--- src/rtl/dcsmf_pkg.sv ---
package dcsmf_pkg;

   // Default store depths
   localparam int unsigned DCSMF_TYPE_MAX    = 6;
   localparam int unsigned DCSMF_PAYLOAD_MAX = 12;

   // Byte lanes of the result fields
   localparam int unsigned TYPE_FIELD_BYTES    = 6;
   localparam int unsigned PAYLOAD_LOW_BYTES   = 8;
   localparam int unsigned PAYLOAD_FIELD_BYTES = 12;

   // Framing characters
   localparam logic [7:0] CH_DOLLAR = 8'h24;
   localparam logic [7:0] CH_COMMA  = 8'h2C;
   localparam logic [7:0] CH_STAR   = 8'h2A;

   typedef enum logic [2:0] {
      PH_HUNT    = 3'b001,
      PH_TYPE    = 3'b010,
      PH_PAYLOAD = 3'b100
   } phase_type;

   typedef struct packed {
      logic [47:0] type_chars;
      logic [2:0]  type_length;
      logic [63:0] payload_chars_low;
      logic [31:0] payload_chars_high;
      logic [3:0]  payload_length;
   } result_type;

   // Finished frame handed from the parser to the result register
   typedef struct packed {
      logic       valid;
      result_type data;
   } handoff_type;

endpackage

--- src/rtl/dcsmf_in_stage.sv ---
module dcsmf_in_stage
   import dcsmf_pkg::*;
(
   input  logic       clock,
   input  logic       reset,
   input  logic       req_valid,
   output logic       req_ready,
   input  logic [7:0] req_rx_byte,
   input  logic       out_free,
   output logic       fire,
   output logic [7:0] rx_byte
);

   logic       valid_ff;
   logic       valid_in;
   logic [7:0] byte_ff;

   assign fire      = valid_ff && out_free;
   assign req_ready = !valid_ff || out_free;
   assign rx_byte   = byte_ff;

   always_comb begin
      valid_in = valid_ff;
      if (req_valid && req_ready) begin
         valid_in = 1'b1;
      end else if (fire) begin
         valid_in = 1'b0;
      end
   end

   always_ff @(posedge clock) begin
      if (reset) begin
         valid_ff <= 1'b0;
      end else begin
         valid_ff <= valid_in;
      end
   end

   always_ff @(posedge clock) begin
      if (req_valid && req_ready) begin
         byte_ff <= req_rx_byte;
      end
   end

endmodule

--- src/rtl/dcsmf_parser.sv ---
module dcsmf_parser
   import dcsmf_pkg::*;
#(
   parameter int unsigned TypeMax    = DCSMF_TYPE_MAX,
   parameter int unsigned PayloadMax = DCSMF_PAYLOAD_MAX
) (
   input  logic        clock,
   input  logic        reset,
   input  logic        fire,
   input  logic [7:0]  rx_byte,
   output handoff_type frame
);

   localparam int unsigned TCW = $clog2(TypeMax + 1);
   localparam int unsigned PCW = $clog2(PayloadMax + 1);
   localparam int unsigned TIW = (TypeMax > 1) ? $clog2(TypeMax) : 1;
   localparam int unsigned PIW = (PayloadMax > 1) ? $clog2(PayloadMax) : 1;

   phase_type        phase_ff, phase_in;
   logic [TCW-1:0]   type_count_ff, type_count_in;
   logic [PCW-1:0]   payload_count_ff, payload_count_in;
   logic [7:0]       type_store_ff [TypeMax];
   logic [7:0]       payload_store_ff [PayloadMax];

   logic             type_we;
   logic             payload_we;
   logic             emit;
   logic [PCW-1:0]   emit_plen;

   logic [TYPE_FIELD_BYTES-1:0][7:0]    type_bytes;
   logic [PAYLOAD_FIELD_BYTES-1:0][7:0] payload_bytes;

   always_comb begin
      phase_in         = phase_ff;
      type_count_in    = type_count_ff;
      payload_count_in = payload_count_ff;
      type_we          = 1'b0;
      payload_we       = 1'b0;
      emit             = 1'b0;
      emit_plen        = '0;
      unique case (phase_ff)
         PH_TYPE: begin
            priority if (rx_byte == CH_COMMA) begin
               phase_in         = PH_PAYLOAD;
               payload_count_in = '0;
            end else if (rx_byte == CH_STAR) begin
               // star inside the type: empty payload
               payload_count_in = '0;
               emit             = 1'b1;
               phase_in         = PH_HUNT;
            end else if (type_count_ff >= TCW'(TypeMax)) begin
               phase_in      = PH_HUNT;
               type_count_in = '0;
            end else begin
               type_we       = 1'b1;
               type_count_in = type_count_ff + 1'b1;
            end
         end
         PH_PAYLOAD: begin
            priority if (rx_byte == CH_STAR) begin
               emit      = 1'b1;
               emit_plen = payload_count_ff;
               phase_in  = PH_HUNT;
            end else if (payload_count_ff >= PCW'(PayloadMax)) begin
               phase_in         = PH_HUNT;
               payload_count_in = '0;
            end else begin
               payload_we       = 1'b1;
               payload_count_in = payload_count_ff + 1'b1;
            end
         end
         default: begin
            phase_in = PH_HUNT;
            if (rx_byte == CH_DOLLAR) begin
               phase_in         = PH_TYPE;
               type_count_in    = '0;
               payload_count_in = '0;
            end
         end
      endcase
   end

   always_ff @(posedge clock) begin
      if (reset) begin
         phase_ff         <= PH_HUNT;
         type_count_ff    <= '0;
         payload_count_ff <= '0;
      end else if (fire) begin
         phase_ff         <= phase_in;
         type_count_ff    <= type_count_in;
         payload_count_ff <= payload_count_in;
      end
   end

   always_ff @(posedge clock) begin
      if (fire && type_we) begin
         type_store_ff[type_count_ff[TIW-1:0]] <= rx_byte;
      end
      if (fire && payload_we) begin
         payload_store_ff[payload_count_ff[PIW-1:0]] <= rx_byte;
      end
   end

   // Zero every byte past the valid length
   for (genvar k = 0; k < TYPE_FIELD_BYTES; k++) begin : g_type
      if (k < TypeMax) begin : g_used
         assign type_bytes[k] = (TCW'(k) < type_count_ff) ? type_store_ff[k] : 8'h00;
      end else begin : g_unused
         assign type_bytes[k] = 8'h00;
      end
   end

   for (genvar k = 0; k < PAYLOAD_FIELD_BYTES; k++) begin : g_payload
      if (k < PayloadMax) begin : g_used
         assign payload_bytes[k] = (PCW'(k) < emit_plen) ? payload_store_ff[k] : 8'h00;
      end else begin : g_unused
         assign payload_bytes[k] = 8'h00;
      end
   end

   assign frame.valid                   = fire && emit;
   assign frame.data.type_chars         = type_bytes;
   assign frame.data.type_length        = 3'(type_count_ff);
   assign frame.data.payload_chars_low  = payload_bytes[PAYLOAD_LOW_BYTES-1:0];
   assign frame.data.payload_chars_high =
      payload_bytes[PAYLOAD_FIELD_BYTES-1:PAYLOAD_LOW_BYTES];
   assign frame.data.payload_length     = 4'(emit_plen);

endmodule

--- src/rtl/dcsmf_out_stage.sv ---
module dcsmf_out_stage
   import dcsmf_pkg::*;
(
   input  logic        clock,
   input  logic        reset,
   input  handoff_type frame,
   output logic        out_free,
   output logic        rsp_valid,
   input  logic        rsp_ready,
   output result_type  rsp_data
);

   logic       valid_ff;
   logic       valid_in;
   result_type data_ff;

   assign out_free  = !valid_ff || rsp_ready;
   assign rsp_valid = valid_ff;
   assign rsp_data  = data_ff;

   always_comb begin
      valid_in = valid_ff;
      if (frame.valid) begin
         valid_in = 1'b1;
      end else if (rsp_ready) begin
         valid_in = 1'b0;
      end
   end

   always_ff @(posedge clock) begin
      if (reset) begin
         valid_ff <= 1'b0;
      end else begin
         valid_ff <= valid_in;
      end
   end

   always_ff @(posedge clock) begin
      if (frame.valid) begin
         data_ff <= frame.data;
      end
   end

endmodule

--- src/rtl/dollar_comma_star_message_framer.sv ---
// Message framer for $TYPE,PAYLOAD* streams.
// Request channel (req_valid/req_ready/req_rx_byte): one received character per
// request. Bytes are dropped until '$'; up to TypeMax type characters follow
// until ',', then up to PayloadMax payload characters until '*'. A character
// that arrives with its store full drops the frame silently; a '*' inside the
// type ends the frame with an empty payload.
// Response channel (rsp_*): one response per '*' that ends a frame, with the
// characters packed first-in-low-byte, unused bytes zero, and the two lengths.
// Path: a '*' request is captured in the input register, then parsed into
// the result register, which raises rsp_valid; the parse waits while a
// response is held.
// Throughput: one request per cycle while responses are taken; the per-byte
// parse is a single pass of logic between those two registers.
// Stall: while a response waits, the input register still takes one request;
// it parses it once the result register frees, so req_ready drops only when
// both registers hold data.
// Reset (synchronous, active high): empty both registers and return to
// hunting for '$'. Character stores are not cleared; only valid entries are
// ever shown.
module dollar_comma_star_message_framer
   import dcsmf_pkg::*;
#(
   parameter int unsigned TypeMax    = DCSMF_TYPE_MAX,
   parameter int unsigned PayloadMax = DCSMF_PAYLOAD_MAX
) (
   input  logic        clock,
   input  logic        reset,
   input  logic        req_valid,
   output logic        req_ready,
   input  logic [7:0]  req_rx_byte,
   output logic        rsp_valid,
   input  logic        rsp_ready,
   output logic [47:0] rsp_type_chars,
   output logic [2:0]  rsp_type_length,
   output logic [63:0] rsp_payload_chars_low,
   output logic [31:0] rsp_payload_chars_high,
   output logic [3:0]  rsp_payload_length
);

   logic        out_free;
   logic        fire;
   logic [7:0]  rx_byte;
   handoff_type frame;
   result_type  rsp_data;

   // Hold the accepted byte until the result side can take its outcome
   dcsmf_in_stage u_in_stage (
      .clock       (clock),
      .reset       (reset),
      .req_valid   (req_valid),
      .req_ready   (req_ready),
      .req_rx_byte (req_rx_byte),
      .out_free    (out_free),
      .fire        (fire),
      .rx_byte     (rx_byte)
   );

   // Advance the framing state and build a finished frame on '*'
   dcsmf_parser #(
      .TypeMax    (TypeMax),
      .PayloadMax (PayloadMax)
   ) u_parser (
      .clock   (clock),
      .reset   (reset),
      .fire    (fire),
      .rx_byte (rx_byte),
      .frame   (frame)
   );

   // Hold the response until the receiver takes it
   dcsmf_out_stage u_out_stage (
      .clock     (clock),
      .reset     (reset),
      .frame     (frame),
      .out_free  (out_free),
      .rsp_valid (rsp_valid),
      .rsp_ready (rsp_ready),
      .rsp_data  (rsp_data)
   );

   assign rsp_type_chars         = rsp_data.type_chars;
   assign rsp_type_length        = rsp_data.type_length;
   assign rsp_payload_chars_low  = rsp_data.payload_chars_low;
   assign rsp_payload_chars_high = rsp_data.payload_chars_high;
   assign rsp_payload_length     = rsp_data.payload_length;

endmodule

--- config.mk ---
export PLATFORM = sky130hd
export DESIGN_NAME = dollar_comma_star_message_framer
export DESIGN_NICKNAME = d
export VERILOG_FILES = /design/src/rtl/dcsmf_pkg.sv /design/src/rtl/dcsmf_in_stage.sv /design/src/rtl/dcsmf_parser.sv /design/src/rtl/dcsmf_out_stage.sv /design/src/rtl/dollar_comma_star_message_framer.sv
export SDC_FILE = /design/constraint.sdc
export NUM_CORES = 1
export LEC_CHECK = 0
export BUFFER_PORTS_ARGS = -buffer_cell sky130_fd_sc_hd__buf_2
export CAP_MARGIN = 20
export CORE_ASPECT_RATIO = 0.8
export CORE_MARGIN = 8
export CORE_UTILIZATION = 40
export DETAILED_ROUTE_END_ITERATION = 12
export HOLD_SLACK_MARGIN = 0.06
export PLACE_DENSITY = 0.59
export SETUP_SLACK_MARGIN = 0.1
export SLEW_MARGIN = 20
export SYNTH_ARGS = -nofsm -noshare
export SYNTH_HDL_FRONTEND = slang
export SYNTH_HIERARCHICAL = 1
export SYNTH_SLANG_ARGS = --single-unit
--- constraint.sdc ---
create_clock -name clock -period 9.7 [get_ports clock]
set_input_delay 1.455 -clock clock [delete_from_list [all_inputs] [get_ports clock]]
set_output_delay 1.455 -clock clock [all_outputs]
set_load 0.02 [all_outputs]
**Word-level counts from Yosys, hierarchy flattened**

Memory sizes are Yosys's and may differ from the RTL's. A register that Yosys moved wholly into a read port is not among the register bits.
Cells that the tools add are included.

- Bitwise logic cells: 1
- Equal/unequal tests: 11
- Add/subtract/negate cells: 2
- $lt $le $gt $ge: 20
- Multiplexer cells: 38
- Reductions and logical operators: 34

Operator list:

| kind | number |
|---|---|
| two-way mux 4 bit | 7 |
| two-way mux 3 bit | 9 |
| equality test 8 x 6 -> 1 bit (second input constant) | 3 |
| zero test 1 bit | 20 |
| two-way mux 1 bit | 17 |
| less-than comparator 3 x 4 -> 1 bit (first input constant) | 4 |
| less-than comparator 4 bit (first input constant) | 4 |
| one-hot mux 3 bit (2 select lines) | 2 |
| less-than comparator 1 x 4 -> 1 bit (first input constant) | 2 |
| less-than comparator 2 x 4 -> 1 bit (first input constant) | 2 |
| one-hot mux 4 bit (2 select lines) | 1 |
| less-than comparator 1 x 3 -> 1 bit (first input constant) | 2 |
| less-than comparator 2 x 3 -> 1 bit (first input constant) | 2 |
| less-than comparator 3 bit (first input constant) | 2 |
| != test 2 bit (second input constant) | 3 |
| != test 3 x 1 -> 1 bit (second input constant) | 2 |
| nonzero test 2 bit | 3 |
| logical AND 1 bit | 5 |
| AND reduction 5 bit | 1 |
| adder 4 x 1 -> 4 bit (second input constant) | 1 |
| greater-or-equal comparator 4 bit (second input constant) | 1 |
| != test 4 x 1 -> 1 bit (second input constant) | 1 |
| AND reduction 4 bit | 1 |
| adder 3 x 1 -> 3 bit (second input constant) | 1 |
| other kinds (9) | 10 |

- Register bits: 27
- Memories kept: 2
- Memory bits (writable): 144
- Word-level logic and storage cells: 116
- Output and inout bits: 153
- Bits of input ports: 12

Memory list:

| memory | depth | width | read ports | clocked after memory_dff | wr ports | line | text |
|---|---|---|---|---|---|---|---|
| u_parser.payload_store_ff | 12 | 8 | 12 | 12 | 1 | dcsmf_parser.sv:23 | `logic [7:0] payload_store_ff [PayloadMax];` |
| u_parser.type_store_ff | 6 | 8 | 6 | 6 | 1 | dcsmf_parser.sv:22 | `logic [7:0] type_store_ff [TypeMax];` |

**Logic depth before layout (Yosys ltp)**

- Depth after elaboration: 8
- Depth in mapped cells: 7
- Gate-level depth less buffers: 7

**Hierarchy**

Netlist, hierarchy kept.

Modules (own cells, without submodules):

| module | times used | area each (um^2) | sequential area each (um^2) | cells each |
|---|---|---|---|---|
| dcsmf_parser | 1 | 6302.3 | 4524.3 | 438 |
| dcsmf_out_stage | 1 | 4580.6 | 4554.4 | 155 |
| dcsmf_in_stage | 1 | 302.8 | 260.2 | 14 |

**Least setup slack after synthesis**

Ideal clock, no wire load.

- Path type: input -> register
- Start: input rsp_ready
- End: register u_out_stage.data_ff (netlist bit u_out_stage/rsp_data[0]), enable pin
- Library setup time: 0.529 ns
- Setup slack: 3.940 ns
- Path buffers: 0
- Data arrival time: 5.231 ns
- Cell stages on the path: 3
- Data required time: 9.171 ns
- Cell sequence: nand2b_4 -> and2_2 -> and2_1

RTL lines:

| item | line | text |
|---|---|---|
| from (decl) | dollar_comma_star_message_framer.sv:32 | `input logic rsp_ready,` |
| to (signal assigned) | dcsmf_out_stage.sv:40 | `data_ff <= frame.data;` |
| to (decl) | dcsmf_out_stage.sv:15 | `result_type data_ff;` |

==> results.cfg <==
[outcome]
status = finished clean

[logic_synthesis]
syn_area_um2 = 11200
synth_top_family_by_area = simple AND/OR/NAND/NOR gates
netlist_instances = 607
netlist-cell-type-count = 47
yosysSeqAreaShare = 0.835
synthesis.nets = 624
yosysTopAreaCell = edfxtp_1
synth_area_per_cell_um2 = 18.4
synth_compound_area_frac = 0.0210
synth_seq_cells = 315
yosysTopAreaCellShare = 0.813
yosys.area_share.simple = 0.125
synth_xor_area_frac = 0.00157
synth.most_common_cell = edfxtp_1
async_reset_ff_frac = 0
synthTopCellsByArea = edfxtp_1 (81%), and2_1 (7.1%), dfxtp_1 (2.1%), nor2b_1 (1.5%), a21oi_1 (0.58%)
synthAdderAreaFrac = 0.00559
synthFlopType = edfxtp_1
synth-edff-count = 303
muxShareOfSynthArea = 0.00559
synth.top_cells.by_count = edfxtp_1 (303), and2_1 (127), nor2b_1 (26)
yosys_warnings = 6

[worst_setup_path]
cp-start-kind = register
slowest_stage = edfxtp_1
critPathCaptureType = register
rrSetupSlack_ns = 5.20
r2r_start = u_in_stage/rx_byte[5]$_DFFE_PP_
crit_type = register to register
path_cells = nor4b_1, nand2_1, a2111oi_0, and2_4, buf_4
cp.arrival_ns = 4.62
r2r_cells = 5
cp_max_fo = 81
cp.required_ns = 9.81
setup.worst_path.start = u_in_stage/rx_byte[5]$_DFFE_PP_
max_stage_delay_ns = 0.93
rr_endpoint = u_out_stage/rsp_data[141]$_DFFE_PP_

[global_route]
grt_start_max_net_pins = 82
grt_pass1_vias = 5789
grt_pass1_wl_um = 34900
grt_usage = 0.137
overflow = 0
antenna_found_initial = 0

[clocking]
cts_tree = built
cts_buffer_depth = 3
clk_pin_slew_worst_paths_ns = 0.06
cts_made_buffers = 34
post_cts_resized = 0
numClockSinks = 315
cts_hold_buf = 0
post-cts-setup-buffers = 0
root_buffer = clkbuf_16
htree_levels = 2
clk_latency_ns = 0.50

[place]
portBuffers = 164
pre_cts_ws_ns = 5.20
gp_congestion = 0.746
dp_hpwl_um = 14500

[flow_run]
drv_cap = 0

[worst_hold_path]
hp-class = register to register
hold_end = u_in_stage/valid_ff$_SDFFE_PP0P_
hold_start = u_in_stage/valid_ff$_SDFFE_PP0P_
whs_path_depth = 2

[sta]
timing.final.crit_share = 0.464
grt_setup_unrepaired = no
tightest_slew_ns = 1.05
finalHoldViolCount = 0
period_minus_slack_ns = 4.50
fmax_mhz = 222
setup_slack_ns = 5.20
drv_slew = 0
setup_viol = 0
skew_ns = 0.0117
slew-limit-headroom = 0.296
hold_slack_ns = 0.501
tns_ns = 0

[detailed_routing]
vias = 5622
vias_per_cell = 4.72
first_pass_iters = 4
drt-initial-drc-count = 288
drt_drc_violations_left = 0
wirelength_um = 23400
wire_per_inst_um = 19.7
ant_nets = 0

[final_layout]
fin_nets = 821
area.growth.synth_to_final_pct = 22.0
final_util = 0.499
drive_gt1_frac = 0.286
diodes = 0

[pwr]
p_leak_nw = 4.47
p_per_area_nw_per_um2 = 209
power_mw = 2.85
irDropWorstVdd_v = 0.000106

[floorplanning]
die_w_um = 203
die-area_um2 = 33600
rows = 54
initial_core_util = 0.409
die_h_um = 166
pin_count = 165
core_area_um2 = 27400
==> worst max-delay path: cells and delay by family (launching register included) <==
family          cells  cell delay, ns
simple gates        3            1.73
flops               1            0.93
buf+inv             1            0.90
compound gates      1            0.41
==> area by class of cell <==
cell class | count | area [µm²]
Fill cell | 2293 | 13700
Timing Repair Buffer | 169 | 878
Inverter | 9 | 33.8
Clock buffer | 41 | 918
Sequential cell | 315 | 9340
Tap cell | 364 | 455
Clock inverter | 17 | 236
Multi-Input combinational cell | 275 | 1790
==> where the power goes <==
| part | internal [mW] | total, mW | switching (mW) |
|---|---|---|---|
| Combinational | 0.00768 | 0.0258 | 0.0181 |
| Sequential | 1.49 | 1.50 | 0.0129 |
| Clock | 0.832 | 1.32 | 0.492 |
| Total | 2.33 | 2.85 | 0.523 |
==> cell usage in the layout (no fill, tap or decap), drive strengths merged, types with 9 or more instances in the layout <==
cell type  instances
edfxtp           303
buf              169
and2             129
clkbuf            41
nor2b             26
nor2              17
a21oi             15
dfxtp             12
nand3             10
inv               10
nand2              9
and3               9
clkinv             9
==> state kept, by name (all words and copies together) (netlist names) <==
name,count
u_parser/phase_ff,3
u_in_stage/valid_ff,1
u_parser/type_store_ff,48
u_parser/payload_count_ff,4
u_out_stage/rsp_data,151
u_parser/payload_store_ff,96
u_parser/type_count_ff,3
u_in_stage/rx_byte,8
u_out_stage/rsp_valid,1
==> stage by stage <==
stage	cells	area, µm²
after global routing	1190	13600
after floorplan	607	11200
after CTS	1189	13600
final	1190	13600
after global placement	1131	12500
after detailed placement	1131	12500
==> layer usage <==
metal | GRT usage | up-vias | wire (µm)
met5 | 0 | - | 0
li1 | - | 2655 | -
met3 | 0.0300 | 35 | 1400
met4 | 0.0375 | 0 | 453
met2 | 0.206 | 167 | 10200
met1 | 0.198 | 2765 | 11400
==> logic make-up (layout without fill, tap and decap cells) <==
logic type	count (synthesis)	count (layout)
buf+inv	17	236
mux	6	6
flops	315	315
fa+ha+maj	5	5
xor+xnor	2	2
compound gates	32	32
simple gates	230	230
==> worst max-delay path by stage <==
stage,endpoint,slack (ns),cells after the start
6_report,u_out_stage/rsp_data[141]$_DFFE_PP_,5.20,5
5_1_grt,u_out_stage/rsp_data[58]$_DFFE_PP_,4.69,5
4_1_cts,u_out_stage/rsp_data[62]$_DFFE_PP_,5.12,5
3_5_place_dp,u_out_stage/rsp_data[77]$_DFFE_PP_,5.20,5
3_3_place_gp,u_out_stage/rsp_data[139]$_DFFE_PP_,5.29,5
2_1_floorplan,u_out_stage/rsp_data[0]$_DFFE_PP_,3.94,3
(Power assumes the default switching activity.)
